**config.mk**
```make
export PLATFORM = sky130hd
export DESIGN_NAME = ccc_output
export DESIGN_NICKNAME = d
export VERILOG_FILES = /design/src/sv/ccc_pkg.sv /design/src/sv/ccc_output.sv
export SDC_FILE = /design/constraint.sdc
export NUM_CORES = 1
export LEC_CHECK = 0
export BUFFER_PORTS_ARGS = -buffer_cell sky130_fd_sc_hd__buf_2
export CAP_MARGIN = 20
export CORE_AREA = 3 3 123 173
export CTS_CLUSTER_DIAMETER = 40
export DETAILED_ROUTE_END_ITERATION = 16
export DIE_AREA = 0 0 126 176
export PLACE_DENSITY = 0.82
export RECOVER_POWER = 50
export SLEW_MARGIN = 20
export SYNTH_ARGS = -nofsm -noshare
export SYNTH_HDL_FRONTEND = slang
export SYNTH_SLANG_ARGS = --single-unit
```
**constraint.sdc**
```tcl
create_clock -name clock -period 4.65 [get_ports clock]
set_input_delay 0.2325 -clock clock [delete_from_list [all_inputs] [get_ports clock]]
set_output_delay 0.2325 -clock clock [all_outputs]
set_load 0.005 [all_outputs]
```
**src/sv/ccc_pkg.sv**
```systemverilog
// ccc_pkg: shared constants, codes, pipeline types and helpers for the
// cartesian / cylindrical converter. No dependencies.
package ccc_pkg;

   // defaults for the top-level parameters
   localparam int CORDIC_STAGES_DEF = 20;
   localparam int FRAC_BITS_DEF     = 16;

   // internal number formats
   localparam int GUARD    = 16;  // guard bits on data
   localparam int ANG_FRAC = 30;  // angles are Q.30 radians
   localparam int DW       = 52;  // cordic x / y width, signed
   localparam int AW       = 36;  // angle width, signed
   localparam int REM_W    = 56;  // angle magnitude before modulo reduction
   localparam int HI_W     = 64;  // scaled high word
   localparam int SAT_W    = 64;  // width fed to the saturator
   localparam int GAIN_W   = 30;
   localparam int ATAN_W   = 30;

   localparam logic [GAIN_W-1:0] GAIN_Q30 = 30'd652032874;

   localparam logic signed [AW-1:0] PI_ANG      = 36'sd3373259426;
   localparam logic signed [AW-1:0] HALF_PI_ANG = 36'sd1686629713;
   localparam logic signed [AW-1:0] TWO_PI_ANG  = 36'sd6746518852;
   localparam logic signed [AW-1:0] FOLD_HI_ANG = TWO_PI_ANG - HALF_PI_ANG;
   localparam logic [REM_W-1:0]     TWO_PI_REM  = 56'd6746518852;

   // atan(2^-i) in Q.30, truncated
   localparam logic [ATAN_W-1:0] ATAN_TABLE [32] = '{
      30'h3243F6A8, 30'h1DAC6705, 30'h0FADBAFC, 30'h07F56EA6, 30'h03FEAB76,
      30'h01FFD55B, 30'h00FFFAAA, 30'h007FFF55, 30'h003FFFEA, 30'h001FFFFD,
      30'h000FFFFF, 30'h0007FFFF, 30'h0003FFFF, 30'h0001FFFF, 30'h0000FFFF,
      30'h00007FFF, 30'h00003FFF, 30'h00001FFF, 30'h00000FFF, 30'h000007FF,
      30'h000003FF, 30'h000001FF, 30'h000000FF, 30'h0000007F, 30'h0000003F,
      30'h0000001F, 30'h0000000F, 30'h00000008, 30'h00000004, 30'h00000002,
      30'h00000001, 30'h00000000
   };

   // coordinate types
   localparam logic TYPE_CART = 1'b0;
   localparam logic TYPE_CYL  = 1'b1;

   // conversion modes
   localparam logic [1:0] MODE_PASS    = 2'd0;
   localparam logic [1:0] MODE_TO_CART = 2'd1;  // rotating cordic
   localparam logic [1:0] MODE_TO_CYL  = 2'd2;  // vectoring cordic

   typedef struct packed {
      logic [1:0]              mode;
      logic                    dst_type;
      logic [31:0]             third;
      logic                    flip;
      logic                    rem_neg;
      logic [REM_W-1:0]        rem;
      logic signed [AW-1:0]    angle;
      logic signed [DW-1:0]    x;
      logic signed [DW-1:0]    y;
   } cordic_type;

   typedef struct packed {
      logic [1:0]              mode;
      logic                    dst_type;
      logic [31:0]             third;
      logic signed [AW-1:0]    angle;
      logic signed [HI_W-1:0]  hi;
      logic signed [DW-1:0]    lo;
   } scaled_type;

   // clip to 32 bits, msb of the result is the clip flag
   function automatic logic [32:0] sat32(input logic signed [SAT_W-1:0] v);
      logic [32:0] res;
      if (v > 64'sd2147483647) begin
         res = {1'b1, 32'h7FFF_FFFF};
      end else if (v < -64'sd2147483648) begin
         res = {1'b1, 32'h8000_0000};
      end else begin
         res = {1'b0, v[31:0]};
      end
      return res;
   endfunction

endpackage

```
**src/sv/ccc_output.sv**
```systemverilog
// ccc_output: rounding, saturation and the result register.
// Depends on ccc_pkg.
module ccc_output #(
   parameter int FRAC_BITS = ccc_pkg::FRAC_BITS_DEF
) (
   input  logic                clock,
   input  logic                reset,
   input  logic                up_valid,
   output logic                up_ready,
   input  ccc_pkg::scaled_type up_data,
   output logic                dn_valid,
   input  logic                dn_ready,
   output logic                result_type,
   output logic signed [31:0]  out_first,
   output logic signed [31:0]  out_second,
   output logic signed [31:0]  out_third,
   output logic                saturated
);

   localparam int SW     = ccc_pkg::SAT_W;
   localparam int PHI_SH = ccc_pkg::ANG_FRAC - FRAC_BITS;
   localparam logic signed [SW-1:0] RHO_HALF   = 64'sd1 <<< (ccc_pkg::ANG_FRAC - 1);
   localparam logic signed [SW-1:0] GUARD_HALF = 64'sd1 <<< (ccc_pkg::GUARD - 1);
   localparam logic signed [SW-1:0] PHI_HALF   = (64'sd1 <<< PHI_SH) >>> 1;

   logic signed [SW-1:0] rho_sum;
   logic signed [SW-1:0] rho_val;
   logic signed [SW-1:0] phi_val;
   logic signed [SW-1:0] cart_x;
   logic signed [SW-1:0] cart_y;
   logic [32:0]          sat_a;
   logic [32:0]          sat_b;
   logic                 result_type_in, result_type_ff;
   logic [31:0]          out_first_in, out_first_ff;
   logic [31:0]          out_second_in, out_second_ff;
   logic [31:0]          out_third_ff;
   logic                 saturated_in, saturated_ff;
   logic                 valid_ff;

   assign rho_sum = up_data.hi + SW'(up_data.lo >>> ccc_pkg::GUARD) + RHO_HALF;
   assign rho_val = rho_sum >>> ccc_pkg::ANG_FRAC;
   assign phi_val = (SW'(up_data.angle) + PHI_HALF) >>> PHI_SH;
   assign cart_x  = (up_data.hi + GUARD_HALF) >>> ccc_pkg::GUARD;
   assign cart_y  = (SW'(up_data.lo) + GUARD_HALF) >>> ccc_pkg::GUARD;

   always_comb begin
      case (up_data.mode)
         ccc_pkg::MODE_TO_CYL: begin
            sat_a = ccc_pkg::sat32(rho_val);
            sat_b = ccc_pkg::sat32(phi_val);
         end
         ccc_pkg::MODE_TO_CART: begin
            sat_a = ccc_pkg::sat32(cart_x);
            sat_b = ccc_pkg::sat32(cart_y);
         end
         default: begin
            sat_a = {1'b0, up_data.hi[31:0]};
            sat_b = {1'b0, up_data.lo[31:0]};
         end
      endcase
      result_type_in = up_data.dst_type;
      out_first_in   = sat_a[31:0];
      out_second_in  = sat_b[31:0];
      saturated_in   = sat_a[32] | sat_b[32];
   end

   assign up_ready = !valid_ff || dn_ready;

   always_ff @(posedge clock) begin
      if (reset) begin
         valid_ff <= 1'b0;
      end else if (up_ready) begin
         valid_ff <= up_valid;
      end
   end

   always_ff @(posedge clock) begin
      if (up_ready && up_valid) begin
         result_type_ff <= result_type_in;
         out_first_ff   <= out_first_in;
         out_second_ff  <= out_second_in;
         out_third_ff   <= up_data.third;
         saturated_ff   <= saturated_in;
      end
   end

   assign dn_valid    = valid_ff;
   assign result_type = result_type_ff;
   assign out_first   = $signed(out_first_ff);
   assign out_second  = $signed(out_second_ff);
   assign out_third   = $signed(out_third_ff);
   assign saturated   = saturated_ff;

endmodule
```
======== Word level (Yosys, flattened, before mapping) ========
Cells that the tools add are included.
storage, ports and cells
  bits of input ports ..................... 191
  logic and storage cells ................. 35
  output and inout port bits .............. 100
  register bits after elaboration ......... 99
operators by class
  multiplexer cells ....................... 10
  add/subtract/negate cells ............... 5
  bitwise operators ....................... 1
  reductions and logical operators ........ 3
  magnitude comparators ................... 8
  equal/unequal tests ..................... 2
operators with widths
  kind                                                           number
  two-way mux 33 bit                                             8
  one-hot mux 33 bit (2 select lines)                            2
  adder 64 x 17 -> 64 bit (second input constant)                1
  adder 64 x 31 -> 64 bit (second input constant)                1
  adder 64 x 36 -> 64 bit                                        1
  adder 52 x 17 -> 53 bit (second input constant)                1
  > comparator 48 x 32 -> 1 bit (second input constant)          1
  less-than comparator 48 x 32 -> 1 bit (second input constant)  1
  adder 36 x 15 -> 37 bit (second input constant)                1
  > comparator 37 x 32 -> 1 bit (second input constant)          1
  less-than comparator 37 x 32 -> 1 bit (second input constant)  1
  > comparator 34 x 32 -> 1 bit (second input constant)          1
  less-than comparator 34 x 32 -> 1 bit (second input constant)  1
  > comparator 23 x 32 -> 1 bit (second input constant)          1
  less-than comparator 23 x 32 -> 1 bit (second input constant)  1
  == test 2 x 1 -> 1 bit (second input constant)                 1
  == test 2 bit (second input constant)                          1
  logical AND 1 bit                                              1
  logical NOT 1 bit                                              1
  logical OR 1 bit                                               1
  bitwise OR 1 bit                                               1

======== Depth between registers and ports, before layout ========
  depth in word-level cells ............... 7
  gate-level depth with buffers ........... 16
  mapped depth without buffers ............ 14

======== Worst setup path before layout ========
No wires, ideal clock.
  path kind ............................... in2reg
  start point ............................. in up_data[24] in the netlist's numbering
  end point ............................... reg out_first_ff[21], in the netlist out_first[21] (data pin)
  arrival ................................. 3.312 ns
  path slack .............................. 1.077 ns
  library setup time ...................... 0.261 ns
  required time ........................... 4.389 ns
  cell stages on the path ................. 13
  buffers on the path ..................... 1
  cells stage by stage .................... ha_1 > ha_1 > a21oi_1 > o211ai_1 > o221a_1 > o41a_1 > o2111a_2 > or2_4 > a221oi_4 > a31oi_2 > buf_6 > a32oi_2 > a2bb2oi_1
on the way
  word-level cells in the longest chain between the ends .. 6
  elaborated cells on any way between the ends .. 7
  classes of those cells .................. add/sub (2); order compare (2); mux (3)
ends and longest elaborated chain
  what                                     line              RTL
  start, declared                          ccc_output.sv:10  input ccc_pkg::scaled_type up_data,
  adder 64 x 36 -> 64 bit (*)              ccc_output.sv:40  assign rho_sum = up_data.hi + SW'(up_data.lo >>> ccc_pkg::GUARD) + RHO_HALF;
  adder 64 x 31 -> 64 bit (*)              ccc_output.sv:40
  less-than comparator 34 x 32 -> 1 bit    ccc_pkg.sv:74     end else if (v < -64'sd2147483648) begin
  two-way mux 33 bit                       ccc_pkg.sv:74
  two-way mux 33 bit (*)                   ccc_pkg.sv:72     if (v > 64'sd2147483647) begin
  one-hot mux 33 bit (2 select lines) (*)  ccc_output.sv:47  case (up_data.mode)
  net sat_a[21]                            ccc_output.sv:31  logic [32:0] sat_a;
  end signal, assigned                     ccc_output.sv:80  out_first_ff <= out_first_in;
  end, declared                            ccc_output.sv:34  logic [31:0] out_first_in, out_first_ff;
Mark *: on every way through the listed nets, which the timed path passes. The rest lies on a longest branch.
A chain may end at the register's enable or synchronous reset.

======== Worst setup path in the final report ========
  start point ............................. in up_data[32] in the netlist's numbering
  end point ............................... reg out_first_ff[23], in the netlist out_first[23] (data pin)
Same word-level chain as after synthesis.

==> impl_metrics.csv <==
group,metric,value,unit
final_layout,final_cell_mix,"buf_2, ha_1, nand2_1, edfxtp_1, a21oi_1",
setup_path,slowest_delay,530,ps
synth,synth_nets,1533,
setup_path,crit_fanout,7,
setup_path,end_kind,"flip-flop",
synth,syn_area,10800,sq um
die,boundaryPins,291,
synth,syn_inst,1214,
setup_path,required,4790,ps
clock_network,clockBufferDepth,2,
detailed_routing,finalWirelength,41.2,mm
clock_network,clock_sinks,99,
synth,synth_top_flop_cell,"edfxtp_1",
final_layout,final_util,64.7,%
timing,fmax,250,MHz
run_status,violations,"max-capacitance violations, max-slew violations",
detailed_routing,drtIter0Drc,1212,
global_route,antenna_found_initial,1,
synth,ys_seq_elements,99,
pwr,p_leak,5.35,nW
global_route,gr-max-usage-layer,"met2",
final_layout,drive_gt1_share,20.5,%
global_route,grt_pass1_vias,10984,
global_route,grt_use_met2,61.7,%
die,die_h,176,um
global_route,grt_use_met3,5.15,%
die,die_area,22200,sq um
die,die_x,126,um
clock_network,postCtsSetupBuffers,0,
clock_network,cts_tree,"yes",
final_layout,final_common_cell,"buf_2",
place,dpl.hpwl,34.1,mm
setup_path,reg2reg_from,"dn_valid",
synth,ys_types,87,
clock_network,clkLatencyLatePin,350,ps
pwr,powerDensity,257,nW/um^2
clock_network,cts_buffers,9,
run_status,status,"complete, but fails checks",
global_route,met1_usage,41.6,%
setup_path,critical_path_arrival,4140,ps
setup_path,crit_type,"in2reg",
detailed_routing,drc,0,
timing,worst_pin_slew,2540,ps
synth,ys.warnings.count,0,
synth,synth_edf_count,98,
clock_network,cts_hold_buf,0,
die,num_rows,61,
synth,yosysSeqAreaShare,27.3,%
place,placed_cell_area,12600,sq um
final_layout,fin_nets,1802,
place,port_buffers,277,
die,initial_utilization,54.6,%
flow_run,maxCapViolCount,1,
detailed_routing,drt_pass1_iterations,8,
clock_network,cts-root-buf,"clkbuf_16",
timing,whs,28.6,ps
min_path,hold_path.class,"in2reg",
clock_network,htreeDepth,3,
pwr,ir_drop,196,uV
timing,drv_slew,60,
timing,fin_crit,4000,ps
clock_network,clkTransAtPathRegs,70,ps
timing,relSlewSlack,-69.7,%
timing,fin_tns_setup,0,ps
final_layout,areaGrowthSynthToFinish,18.4,%
die,core_area,19800,sq um
final_layout,finalInstanceArea,12800,sq um
setup_path,crit_path_start_kind,"primary input",
pwr,power.total,0.00329,W
detailed_routing,vias,11490,
global_route,grt_usage,35.3,%
global_route,grt-ovfl-total,0,
timing,fin_skew,6.48,ps
synth,async_reset_ff_share,0,%
setup_path,r2r_end,"out_first[11]",
timing,finalSetupViolations,0,
global_route,grt_pass1_wl,61.0,mm
clock_network,post_cts_resized,0,
setup_path,reg2regPathDepth,3,
global_route,grt_max_degree,60,
setup_path,worstPathCellList,"buf_2 > ha_1 > ha_1 > nand4_1 > nor4_1 > nand3_1 > a2111oi_0 > a221oi_1 > buf_4 > a211oi_1 > buf_4 > o211ai_1 > a21oi_2 > nand2_1 > a32oi_1",
timing,fin_crit_sh,86.1,%
setup_path,timing.critical_path.from,"up_data[32]",
setup_path,regToRegSetupSlack,1270,ps
timing,rsz0062_at_grt,"no",
timing,hold_viol,0,
setup_path,worstSetupEndpoint,"out_first[23]",
setup_path,crit_slowest_cell,"nor4_1",
detailed_routing,via_per_inst,6.60,
synth,avgSynthCellArea,8.93,sq um
place,gp_congestion,1.02,
detailed_routing,routedWlPerCell,23.7,um
detailed_routing,drtAntennaViolNets,0,
-- metrics by stage --
step | std cells | worst slack [ps]
2_1_floorplan | 1214 | 1080
3_3_place_gp | 1723 | 419
3_5_place_dp | 1723 | 426
4_1_cts | 1739 | 752
5_1_grt | 1741 | 395
6_report | 1742 | 648
-- critical path: cells and delay by family --
kind | cells | cell delay [ps]
AOI/OAI and AO/OA | 6 | 1570
and+or+nand+nor | 4 | 1090
adders and majority gates | 2 | 730
buffers and inverters | 3 | 490
-- worst min path at each step --
stage,from,endpoint,slack (ps),cells after the start
final,reset,dn_valid,30,2
after global routing,reset,dn_valid,50,2
after floorplan,reset,dn_valid,300,1
after CTS,reset,dn_valid,20,2
after detailed placement,reset,dn_valid,390,2
after global placement,reset,dn_valid,390,2
-- Yosys cell counts, drive strengths merged (19+ instances only) --
cell | instances | share of area [%]
a2bb2oi | 44 | 3.6
xnor2 | 72 | 5.8
xor2 | 42 | 3.4
ha | 128 | 15
nand2 | 112 | 3.9
nand3 | 75 | 3.6
a22oi | 39 | 3.3
o21ai | 52 | 2.4
inv | 45 | 1.6
nand4 | 46 | 2.8
a21o | 23 | 1.6
nor2 | 73 | 2.5
a21oi | 78 | 3.7
clkbuf | 33 | 1.1
edfxtp | 98 | 27
nor3 | 19 | 0.88
and3 | 26 | 1.5
-- where the power goes --
group / switching (W) / internal [W] / total [W]
logic: 0.000828 / 0.000514 / 0.00134
registers: 0.0000268 / 0.00109 / 0.00112
clock network: 0.000353 / 0.000480 / 0.000834
total: 0.00121 / 0.00209 / 0.00329
-- sequential cells by signal, summed over array words and instances, names as in the netlist --
register     flops
out_first       32
out_second      32
result_type      1
out_third       32
saturated        1
dn_valid         1
-- logic make-up after synthesis --
group / share of synthesized area, %
AND/OR/NAND/NOR: 20.4
AO/OA/AOI/OAI: 24.4
adder cells (fa/ha/maj): 14.8
XOR/XNOR: 9.21
flip-flops: 27.3
buffers and inverters: 3.68
multiplexers: 0.185
-- metal layers --
layer / vias to the layer above / wire length (um)
li1: 5241 / -
met1: 5379 / 15300
met2: 703 / 20000
met3: 167 / 3460
met4: 0 / 2520
met5: - / 0
-- area by class of cell --
| class | count | area [sq um] |
|---|---|---|
| clock inverter | 7 | 105 |
| clock buffer | 9 | 225 |
| timing repair buffer | 307 | 1560 |
| sequential | 99 | 2960 |
| inverter | 45 | 169 |
| multi-input combinational | 1021 | 7490 |
| fill | 1744 | 7010 |
| tap | 252 | 315 |
| antenna | 2 | 5.00 |
No activity file was read; power rests on OpenSTA's default activity.
