File: config.mk
export PLATFORM = sky130hd
export DESIGN_NAME = ccc_rotate
export DESIGN_NICKNAME = d
export VERILOG_FILES = /design/src/sv/ccc_pkg.sv /design/src/sv/ccc_rotate.sv
export SDC_FILE = /design/constraint.sdc
export NUM_CORES = 1
export LEC_CHECK = 0
export BUFFER_PORTS_ARGS = -buffer_cell sky130_fd_sc_hd__buf_4
export CORE_MARGIN = 10
export CORE_UTILIZATION = 48
export CTS_BUF_LIST = sky130_fd_sc_hd__clkbuf_8 sky130_fd_sc_hd__clkbuf_16
export DETAILED_ROUTE_END_ITERATION = 8
export PLACE_DENSITY = 0.84
export SLEW_MARGIN = 20
export SYNTH_ARGS = -nofsm -noshare
export SYNTH_HDL_FRONTEND = slang
export SYNTH_SLANG_ARGS = --single-unit
File: constraint.sdc
create_clock -name clock -period 8.5 [get_ports clock]
set_clock_uncertainty 0.2 [all_clocks]
set_input_delay 2.125 -clock clock [delete_from_list [all_inputs] [get_ports clock]]
set_output_delay 2.125 -clock clock [all_outputs]
set_load 0.005 [all_outputs]
File: src/sv/ccc_pkg.sv
// ccc_pkg: shared constants, codes, pipeline types and helpers for the
// cartesian / cylindrical converter. No dependencies.
package ccc_pkg;

   // defaults for the top-level parameters
   localparam int CORDIC_STAGES_DEF = 20;
   localparam int FRAC_BITS_DEF     = 16;

   // internal number formats
   localparam int GUARD    = 16;  // guard bits on data
   localparam int ANG_FRAC = 30;  // angles are Q.30 radians
   localparam int DW       = 52;  // cordic x / y width, signed
   localparam int AW       = 36;  // angle width, signed
   localparam int REM_W    = 56;  // angle magnitude before modulo reduction
   localparam int HI_W     = 64;  // scaled high word
   localparam int SAT_W    = 64;  // width fed to the saturator
   localparam int GAIN_W   = 30;
   localparam int ATAN_W   = 30;

   localparam logic [GAIN_W-1:0] GAIN_Q30 = 30'd652032874;

   localparam logic signed [AW-1:0] PI_ANG      = 36'sd3373259426;
   localparam logic signed [AW-1:0] HALF_PI_ANG = 36'sd1686629713;
   localparam logic signed [AW-1:0] TWO_PI_ANG  = 36'sd6746518852;
   localparam logic signed [AW-1:0] FOLD_HI_ANG = TWO_PI_ANG - HALF_PI_ANG;
   localparam logic [REM_W-1:0]     TWO_PI_REM  = 56'd6746518852;

   // atan(2^-i) in Q.30, truncated
   localparam logic [ATAN_W-1:0] ATAN_TABLE [32] = '{
      30'h3243F6A8, 30'h1DAC6705, 30'h0FADBAFC, 30'h07F56EA6, 30'h03FEAB76,
      30'h01FFD55B, 30'h00FFFAAA, 30'h007FFF55, 30'h003FFFEA, 30'h001FFFFD,
      30'h000FFFFF, 30'h0007FFFF, 30'h0003FFFF, 30'h0001FFFF, 30'h0000FFFF,
      30'h00007FFF, 30'h00003FFF, 30'h00001FFF, 30'h00000FFF, 30'h000007FF,
      30'h000003FF, 30'h000001FF, 30'h000000FF, 30'h0000007F, 30'h0000003F,
      30'h0000001F, 30'h0000000F, 30'h00000008, 30'h00000004, 30'h00000002,
      30'h00000001, 30'h00000000
   };

   // coordinate types
   localparam logic TYPE_CART = 1'b0;
   localparam logic TYPE_CYL  = 1'b1;

   // conversion modes
   localparam logic [1:0] MODE_PASS    = 2'd0;
   localparam logic [1:0] MODE_TO_CART = 2'd1;  // rotating cordic
   localparam logic [1:0] MODE_TO_CYL  = 2'd2;  // vectoring cordic

   typedef struct packed {
      logic [1:0]              mode;
      logic                    dst_type;
      logic [31:0]             third;
      logic                    flip;
      logic                    rem_neg;
      logic [REM_W-1:0]        rem;
      logic signed [AW-1:0]    angle;
      logic signed [DW-1:0]    x;
      logic signed [DW-1:0]    y;
   } cordic_type;

   typedef struct packed {
      logic [1:0]              mode;
      logic                    dst_type;
      logic [31:0]             third;
      logic signed [AW-1:0]    angle;
      logic signed [HI_W-1:0]  hi;
      logic signed [DW-1:0]    lo;
   } scaled_type;

   // clip to 32 bits, msb of the result is the clip flag
   function automatic logic [32:0] sat32(input logic signed [SAT_W-1:0] v);
      logic [32:0] res;
      if (v > 64'sd2147483647) begin
         res = {1'b1, 32'h7FFF_FFFF};
      end else if (v < -64'sd2147483648) begin
         res = {1'b1, 32'h8000_0000};
      end else begin
         res = {1'b0, v[31:0]};
      end
      return res;
   endfunction

endpackage

File: src/sv/ccc_rotate.sv
// ccc_rotate: one cordic micro-rotation, rotating or vectoring by mode.
// Depends on ccc_pkg.
module ccc_rotate #(
   parameter int STAGE_IDX = 0
) (
   input  logic                clock,
   input  logic                reset,
   input  logic                up_valid,
   output logic                up_ready,
   input  ccc_pkg::cordic_type up_data,
   output logic                dn_valid,
   input  logic                dn_ready,
   output ccc_pkg::cordic_type dn_data
);

   localparam logic [4:0] TBL_IDX = 5'(STAGE_IDX % 32);
   localparam logic signed [ccc_pkg::AW-1:0] ATAN_STEP =
      $signed({{(ccc_pkg::AW - ccc_pkg::ATAN_W){1'b0}}, ccc_pkg::ATAN_TABLE[TBL_IDX]});

   logic signed [ccc_pkg::DW-1:0] x_sh;
   logic signed [ccc_pkg::DW-1:0] y_sh;
   logic                          ccw;
   ccc_pkg::cordic_type           data_in;
   ccc_pkg::cordic_type           data_ff;
   logic                          valid_ff;

   assign x_sh = up_data.x >>> STAGE_IDX;
   assign y_sh = up_data.y >>> STAGE_IDX;
   // rotating drives the angle to zero, vectoring drives y to zero
   assign ccw  = (up_data.mode == ccc_pkg::MODE_TO_CART) ? !up_data.angle[ccc_pkg::AW-1]
                                                         : up_data.y[ccc_pkg::DW-1];

   always_comb begin
      data_in = up_data;
      if (up_data.mode != ccc_pkg::MODE_PASS) begin
         if (ccw) begin
            data_in.x     = up_data.x - y_sh;
            data_in.y     = up_data.y + x_sh;
            data_in.angle = up_data.angle - ATAN_STEP;
         end else begin
            data_in.x     = up_data.x + y_sh;
            data_in.y     = up_data.y - x_sh;
            data_in.angle = up_data.angle + ATAN_STEP;
         end
      end
   end

   assign up_ready = !valid_ff || dn_ready;

   always_ff @(posedge clock) begin
      if (reset) begin
         valid_ff <= 1'b0;
      end else if (up_ready) begin
         valid_ff <= up_valid;
      end
   end

   always_ff @(posedge clock) begin
      if (up_ready && up_valid) begin
         data_ff <= data_in;
      end
   end

   assign dn_valid = valid_ff;
   assign dn_data  = data_ff;

endmodule

Word level (Yosys, flattened, before mapping)
Index checks and enable logic that the tools add are counted.
{"block": "op_classes", "addsub": 5, "eq_ne": 1, "muxes": 3, "reduce_logical": 5}
{"cell": "2-to-1 mux 140 bit", "n": 2}
{"cell": "subtractor 52 bit", "n": 2}
{"cell": "adder 52 bit", "n": 1}
{"cell": "adder 36 x 31 -> 36 bit, second input constant", "n": 1}
{"cell": "subtractor 36 x 31 -> 36 bit, second input constant", "n": 1}
{"cell": "equality test 2 x 1 -> 1 bit, second input constant", "n": 1}
{"cell": "logical NOT 1 bit", "n": 2}
{"cell": "nonzero test 2 bit", "n": 1}
{"cell": "logical AND 1 bit", "n": 1}
{"cell": "logical OR 1 bit", "n": 1}
{"cell": "2-to-1 mux 1 bit", "n": 1}
{"block": "word_totals", "register_bits": 234, "input_bits": 237, "output_inout_bits": 235, "word_cells": 24}

Logic depth before layout (Yosys ltp)
Gate-level depths: netlist (run 1).
{"block": "logic_depth", "ltp_word": 4, "mapped_depth": 19, "ltp_nobuf": 14}

Worst setup path after synthesis (run 1)
OpenSTA, ideal clock, no wires.
{"block": "synth_path", "path_kind": "input to register", "startpoint": "input dn_ready", "endpoint": "register data_ff, in the netlist dn_data[0], enable pin", "setup_time_ns": 0.624, "arrival_time_ns": 7.594, "t_required_ns": 7.676, "slack_ns": 0.082, "stages": 2, "n_path_buf": 0, "path_cell_list": "nand2b_1 > and2_1"}
{"block": "synth_via", "elab_chain_cells": 2}
{"item": "from (decl)", "line": "ccc_rotate.sv:12", "rtl": "input logic dn_ready,"}
{"item": "logical OR 1 bit", "line": "ccc_rotate.sv:48", "rtl": "assign up_ready = !valid_ff || dn_ready;"}
{"item": "logical AND 1 bit", "line": "ccc_rotate.sv:59", "rtl": "if (up_ready && up_valid) begin"}
{"item": "to (signal assigned)", "line": "ccc_rotate.sv:60", "rtl": "data_ff <= data_in;"}
{"item": "to (decl)", "line": "ccc_rotate.sv:24", "rtl": "ccc_pkg::cordic_type data_ff;"}
Every way passes these cells.
A chain may end at the register's enable or synchronous reset.

==> impl_metrics.ini, run 1 <==
[run_status]
status = finished clean

[grt]
first_global_vias = 19800
track_usage_pct = 29.9
grt_pass1_wl_mm = 120
antenna_found_initial = 10
grt_max_degree = 154
overflow = 0

[critical_path]
critPathLaunch = up_data[139]
regToRegStartpoint = dn_valid$_SDFFE_PP0N_
crit_type = in2reg
worstReg2RegEnd = dn_data[20]$_DFFE_PP_
end_kind = flip-flop
cp.required_ns = 8.60
crit_arrival_ns = 5.91
critical_path.endpoint = dn_data[131]$_DFFE_PP_
path_max_fanout = 42
rrSetupSlack_ns = 6.20
startpoint_type = primary input
rr_worst_depth = 3

[cells_and_area]
final_cell_mix = buf_4 (480), a21oi_1 (313), edfxtp_1 (233)
nets = 3177
final_common_cell = buf_4
drive_gt1_share_pct = 21.3
finalNonFillerCells = 3321
area_growth_pct = 23.4

[routing]
wirelength_mm = 80.6
dr.pass1.iters = 6
drc = 0
vias = 20400
viasPerCell = 6.15
ant_nets = 0
wl_per_cell_um = 24.3
drtIter0Drc = 2091

[placement]
io_buffers = 471
hpwl_mm = 63.4
routabilityCongestion = 1.03
dp_cells = 3261

[timing]
tns_ns = 0
min_period_over_period_pct = 68.3
rsz0062_at_grt = false
max_freq_ghz = 0.172
fin_crit_ns = 5.81
relSlewSlack_pct = 30.0
slew_violations = 0
worstMarginPinSlew_ns = 1.04
setup_viol = 0
hold_violations = 0

[yosys]
async_flop_share_pct = 0
syn-cell-area_um2 = 20400
ys_warn_count = 0
ys_ff_latch = 234
synth_ff_type = edfxtp_1
syn_avg_cell_area_um2 = 8.63
synth.net_count = 2793
yosysUniqueCellTypes = 93
synth-edff-count = 233
synth_cells = 2368
yosysSeqAreaShare_pct = 34.3

[hold_path]
hold_start = dn_valid$_SDFFE_PP0N_
hp-class = reg2reg

[floorplan]
initial_core_util_pct = 48.6
die_w_um = 226
io_pins = 472
fp.dieArea_um2 = 51200
die_h_um = 226
rows = 75
fp.coreArea_um2 = 42000

[power_and_ir_drop]
internal_power_uw = 2730
combPwrFrac_pct = 35.4
power.density_nw_per_um2 = 165
swShare_pct = 34.6
peakVddDrop_v = 0.000175
clkPwrFrac_pct = 29.3
p_leak_uw = 0.0107
seq_power_share_pct = 35.3
netSwitchingPower_uw = 1440

[clock_network]
clock_path_buffers = 3
root_buffer = clkbuf_16
cts_max_level = 1
tritoncts = done
cts_setup_buffers = 0
clk_pin_slew_ns = 0.06
holdBufCountCts = 0
clk-insertion-delay-late_ns = 0.57
ctsResizeCount = 0
clkSinkCount = 234
cts_made_buffers = 28

[flow_run]
max-cap-violations = 0
[metrics by stage]
| step | instance area, um2 | utilization [%] | power [uW] | hold slack, ns | setup WS, ns |
|---|---|---|---|---|---|
| after floorplan | 20400 | - | 2350 | 0.322 | 0.0823 |
| after global placement | 24200 | 57.7 | 2910 | 0.340 | 2.30 |
| after detailed placement | 24200 | 57.7 | 2930 | 0.363 | 2.15 |
| after CTS | 25200 | 59.9 | 4170 | 0.390 | 2.74 |
| after global routing | 25200 | 59.9 | 4360 | 0.425 | 2.46 |
| final | 25200 | 60.0 | 4170 | 0.385 | 2.69 |
[power by group through the flow]
stage	logic [uW]	clock network, uW	registers, uW
6_report	1480	1220	1470
5_1_grt	1600	1290	1480
4_1_cts	1450	1250	1470
3_5_place_dp	1440	0	1490
3_3_place_gp	1420	0	1490
2_1_floorplan	841	0	1510
[cells by family after synthesis]
logic type | after synthesis | synth area share [%]
flops | 234 | 34.3
xor+xnor | 113 | 4.84
fa+ha+maj | 190 | 11.7
simple gates | 663 | 15.3
compound gates | 841 | 26.4
mux | 35 | 1.76
buf+inv | 292 | 5.61
[metal layers]
metal  track usage [%]  share of wire (%)  vias up
met1              35.9                 38     9713
met4              10.8                3.8        8
met3              5.88                8.9      185
met2              52.0                 49     1035
met5                 0              0.062        -
li1                  -                  -     9486
[cells in the mapped netlist, drive strengths merged, types with 15 or more instances]
| cell type | n | share of area, % |
|---|---|---|
| a21o | 43 | 1.6 |
| xor2 | 16 | 0.69 |
| mux2i | 28 | 1.4 |
| nor3 | 41 | 1.0 |
| o21ai | 157 | 3.9 |
| nand2b | 22 | 0.71 |
| buf | 56 | 1.3 |
| nor2b | 21 | 0.64 |
| o31ai | 25 | 0.99 |
| o21bai | 54 | 2.0 |
| nor2 | 229 | 4.2 |
| a21oi | 317 | 7.9 |
| a31oi | 25 | 0.77 |
| nand2 | 170 | 3.1 |
| and2 | 17 | 0.52 |
| a211oi | 32 | 1.2 |
| inv | 158 | 2.9 |
| o21a | 24 | 0.88 |
| nor4 | 25 | 0.77 |
| ha | 185 | 11 |
| nand3 | 29 | 0.71 |
| xnor2 | 97 | 4.2 |
| o211ai | 25 | 0.92 |
| edfxtp | 233 | 34 |
| clkbuf | 72 | 1.3 |
| or3 | 15 | 0.46 |
| nand4 | 40 | 1.2 |
[critical path: stages]
cell	delay [ns]
buf_4	0.15
nor3b_4	0.34
a21oi_4	0.08
inv_4	0.41
buf_4	0.50
ha_1	0.40
a21oi_1	0.19
o21bai_1	0.12
a21oi_1	0.15
o2111ai_1	0.16
o21ai_0	0.26
o21ai_1	0.19
a31o_1	0.25
a31oi_1	0.22
xor2_1	0.22
o21ai_1	0.08
[how the worst min path moves through the flow]
| stage | endpoint | slack (ns) | depth (start not counted) |
|---|---|---|---|
| floorplan | dn_valid$_SDFFE_PP0N_ | 0.32 | 2 |
| global placement | dn_valid$_SDFFE_PP0N_ | 0.34 | 2 |
| detailed placement | dn_valid$_SDFFE_PP0N_ | 0.36 | 2 |
| CTS | dn_valid$_SDFFE_PP0N_ | 0.39 | 2 |
| global route | dn_valid$_SDFFE_PP0N_ | 0.43 | 2 |
| finish | dn_valid$_SDFFE_PP0N_ | 0.38 | 2 |
[sequential cells by signal, summed over array words and instances, names as in the netlist]
register and flops:
dn_data 233, dn_valid 1
[area by class of cell]
| class | instances | area, um2 |
|---|---|---|
| sequential | 234 | 7020 |
| clock buffer | 28 | 701 |
| inverter | 164 | 618 |
| clock inverter | 24 | 249 |
| fill | 3647 | 16800 |
| tap | 539 | 674 |
| timing repair buffer | 482 | 3640 |
| multi-input combinational | 1842 | 12300 |
| antenna | 8 | 20.0 |
Power figures use the tool's default switching activity.
==> run 2, diff against run 1 <==
Clock period 8.5 ns to 4.9 ns, I/O delays scaled along.
==> run 2 against run 1 <==
Critical path depth fell by 2. Clock-buffer cell count stayed put. Via count grew 5.7%. Die area did not move. First-iteration DRC count grew 3.8%. Sequential power up 74%. Clock power is 81% higher. Register-to-register slack got worse by 3.4 ns. Sequential cell count is the same. Final area up 6.4%. Non-clock buffer count is 204 higher. Critical endpoint is now dn_data[94]$_DFFE_PP_. Largest cell class unchanged. Largest power group unchanged.
==> impl_metrics.ini, run 2 (same netlist as run 1, synthesis figures left out) <==
[run_status]
status = finished clean

[clock_network]
clk_pin_slew_ns = 0.06
clk-insertion-delay-late_ns = 0.57
ctsResizeCount = 0
clock_path_buffers = 3
tritoncts = done
root_buffer = clkbuf_16
holdBufCountCts = 0
cts_setup_buffers = 0
cts_made_buffers = 28
cts_max_level = 1
clkSinkCount = 234

[power_and_ir_drop]
p_leak_uw = 0.0117
power.density_nw_per_um2 = 283
peakVddDrop_v = 0.000264

[floorplan]
initial_core_util_pct = 48.6
fp.dieArea_um2 = 51200
fp.coreArea_um2 = 42000
die_h_um = 226
io_pins = 472
die_w_um = 226
rows = 75

[timing]
relSlewSlack_pct = 34.0
whs_ns = 0.408
rsz0062_at_grt = false
setup_viol = 0
fin_crit_ns = 4.66
tns_ns = 0
slew_violations = 0
max_freq_ghz = 0.214
worstMarginPinSlew_ns = 0.990
hold_violations = 0
min_period_over_period_pct = 95.1

[flow_run]
max-cap-violations = 0

[routing]
vias = 21600
wirelength_mm = 84.4
dr.pass1.iters = 6
drtIter0Drc = 2171
ant_nets = 0
wl_per_cell_um = 23.9
viasPerCell = 6.12
drc = 0

[placement]
routabilityCongestion = 1.00
hpwl_mm = 67.7
dp_cells = 3465
io_buffers = 471

[critical_path]
critPathLaunch = up_data[24]
path_max_fanout = 4
end_kind = flip-flop
path_buf_inv = 4
critPathTopFamily = compound AO/OA/AOI/OAI gates
rrSetupSlack_ns = 2.77
crit_arrival_ns = 4.75
slowest_stage = a2111oi_0
startpoint_type = primary input
crit_type = in2reg
slowest_delay_ns = 0.68
regToRegStartpoint = dn_valid$_SDFFE_PP0N_
path_cells = buf_4, inv_1, ha_1, nor4_1, nor2_1, a2111oi_0, buf_4, nor2_1, a211oi_1, o21ai_1, buf_4, nor2_1, or3_1, o211ai_1
cp.required_ns = 4.99

[cells_and_area]
area_growth_pct = 31.3
nets = 3381
largest_reg_flops = 233
final_common_cell = buf_4
finalNonFillerCells = 3526
drive_gt1_share_pct = 26.5
final_cell_mix = buf_4 (679), a21oi_1 (313), edfxtp_1 (233)

[hold_path]
hp-class = reg2reg
hold_start = dn_valid$_SDFFE_PP0N_

[grt]
overflow = 0
track_usage_pct = 31.0
first_global_vias = 21000
grt.met2_usage_pct = 53.5
grt_max_degree = 111
use_met1_pct = 36.5
use_met3_pct = 6.34
grt_pass1_wl_mm = 124
gr-max-usage-layer = met2
antenna_found_initial = 11
## run 2: worst paths after layout
| kind | end | depth (start not counted) |
|---|---|---|
| worst max register to register | dn_data[18]$_DFFE_PP_ | 3 |
| worst max-delay path | dn_data[94]$_DFFE_PP_ | 14 |
| worst min register to register | dn_valid$_SDFFE_PP0N_ | 2 |
| worst min-delay path | dn_valid$_SDFFE_PP0N_ | 2 |
## run 2: worst register-to-register path: cells and delay by family, from the launching register on
family                 cells  cell delay [ns]
flip-flops                 1             0.33
buffers and inverters      1             0.37
AND/OR/NAND/NOR            2             0.88
## run 2: per-stage QoR
step / util [%] / total power, uW / instance area (um2) / setup WS [ns]
after floorplan: - / 4070 / 20500 / 0.0120
after global placement: 61.5 / 5290 / 25800 / -0.241
after detailed placement: 61.5 / 5350 / 25800 / -0.236
after CTS: 63.8 / 7570 / 26800 / 0.361
after global routing: 63.8 / 7910 / 26800 / 0.0648
final: 63.8 / 7590 / 26800 / 0.238
## run 2: layout make-up
class | count | area, um2
Timing Repair Buffer | 686 | 5240
Tap cell | 539 | 674
Clock inverter | 24 | 265
Inverter | 164 | 618
Antenna cell | 9 | 22.5
Multi-Input combinational cell | 1842 | 12300
Clock buffer | 28 | 701
Sequential cell | 234 | 7020
Fill cell | 3513 | 15200
## run 2: where the power goes
group / switching (uW) / total, uW / leakage [uW] / internal [uW]
logic: 1600 / 2830 / 0.00899 / 1220
registers: 74.5 / 2560 / 0.00226 / 2480
clock network: 899 / 2210 / 0.000485 / 1310
## run 2: layer usage
| metal | routed length (um) | part of all wire, % |
|---|---|---|
| met4 | 3700 | 4.4 |
| met3 | 7890 | 9.3 |
| met1 | 31700 | 38 |
| met2 | 41100 | 49 |
| met5 | 28 | 0.033 |
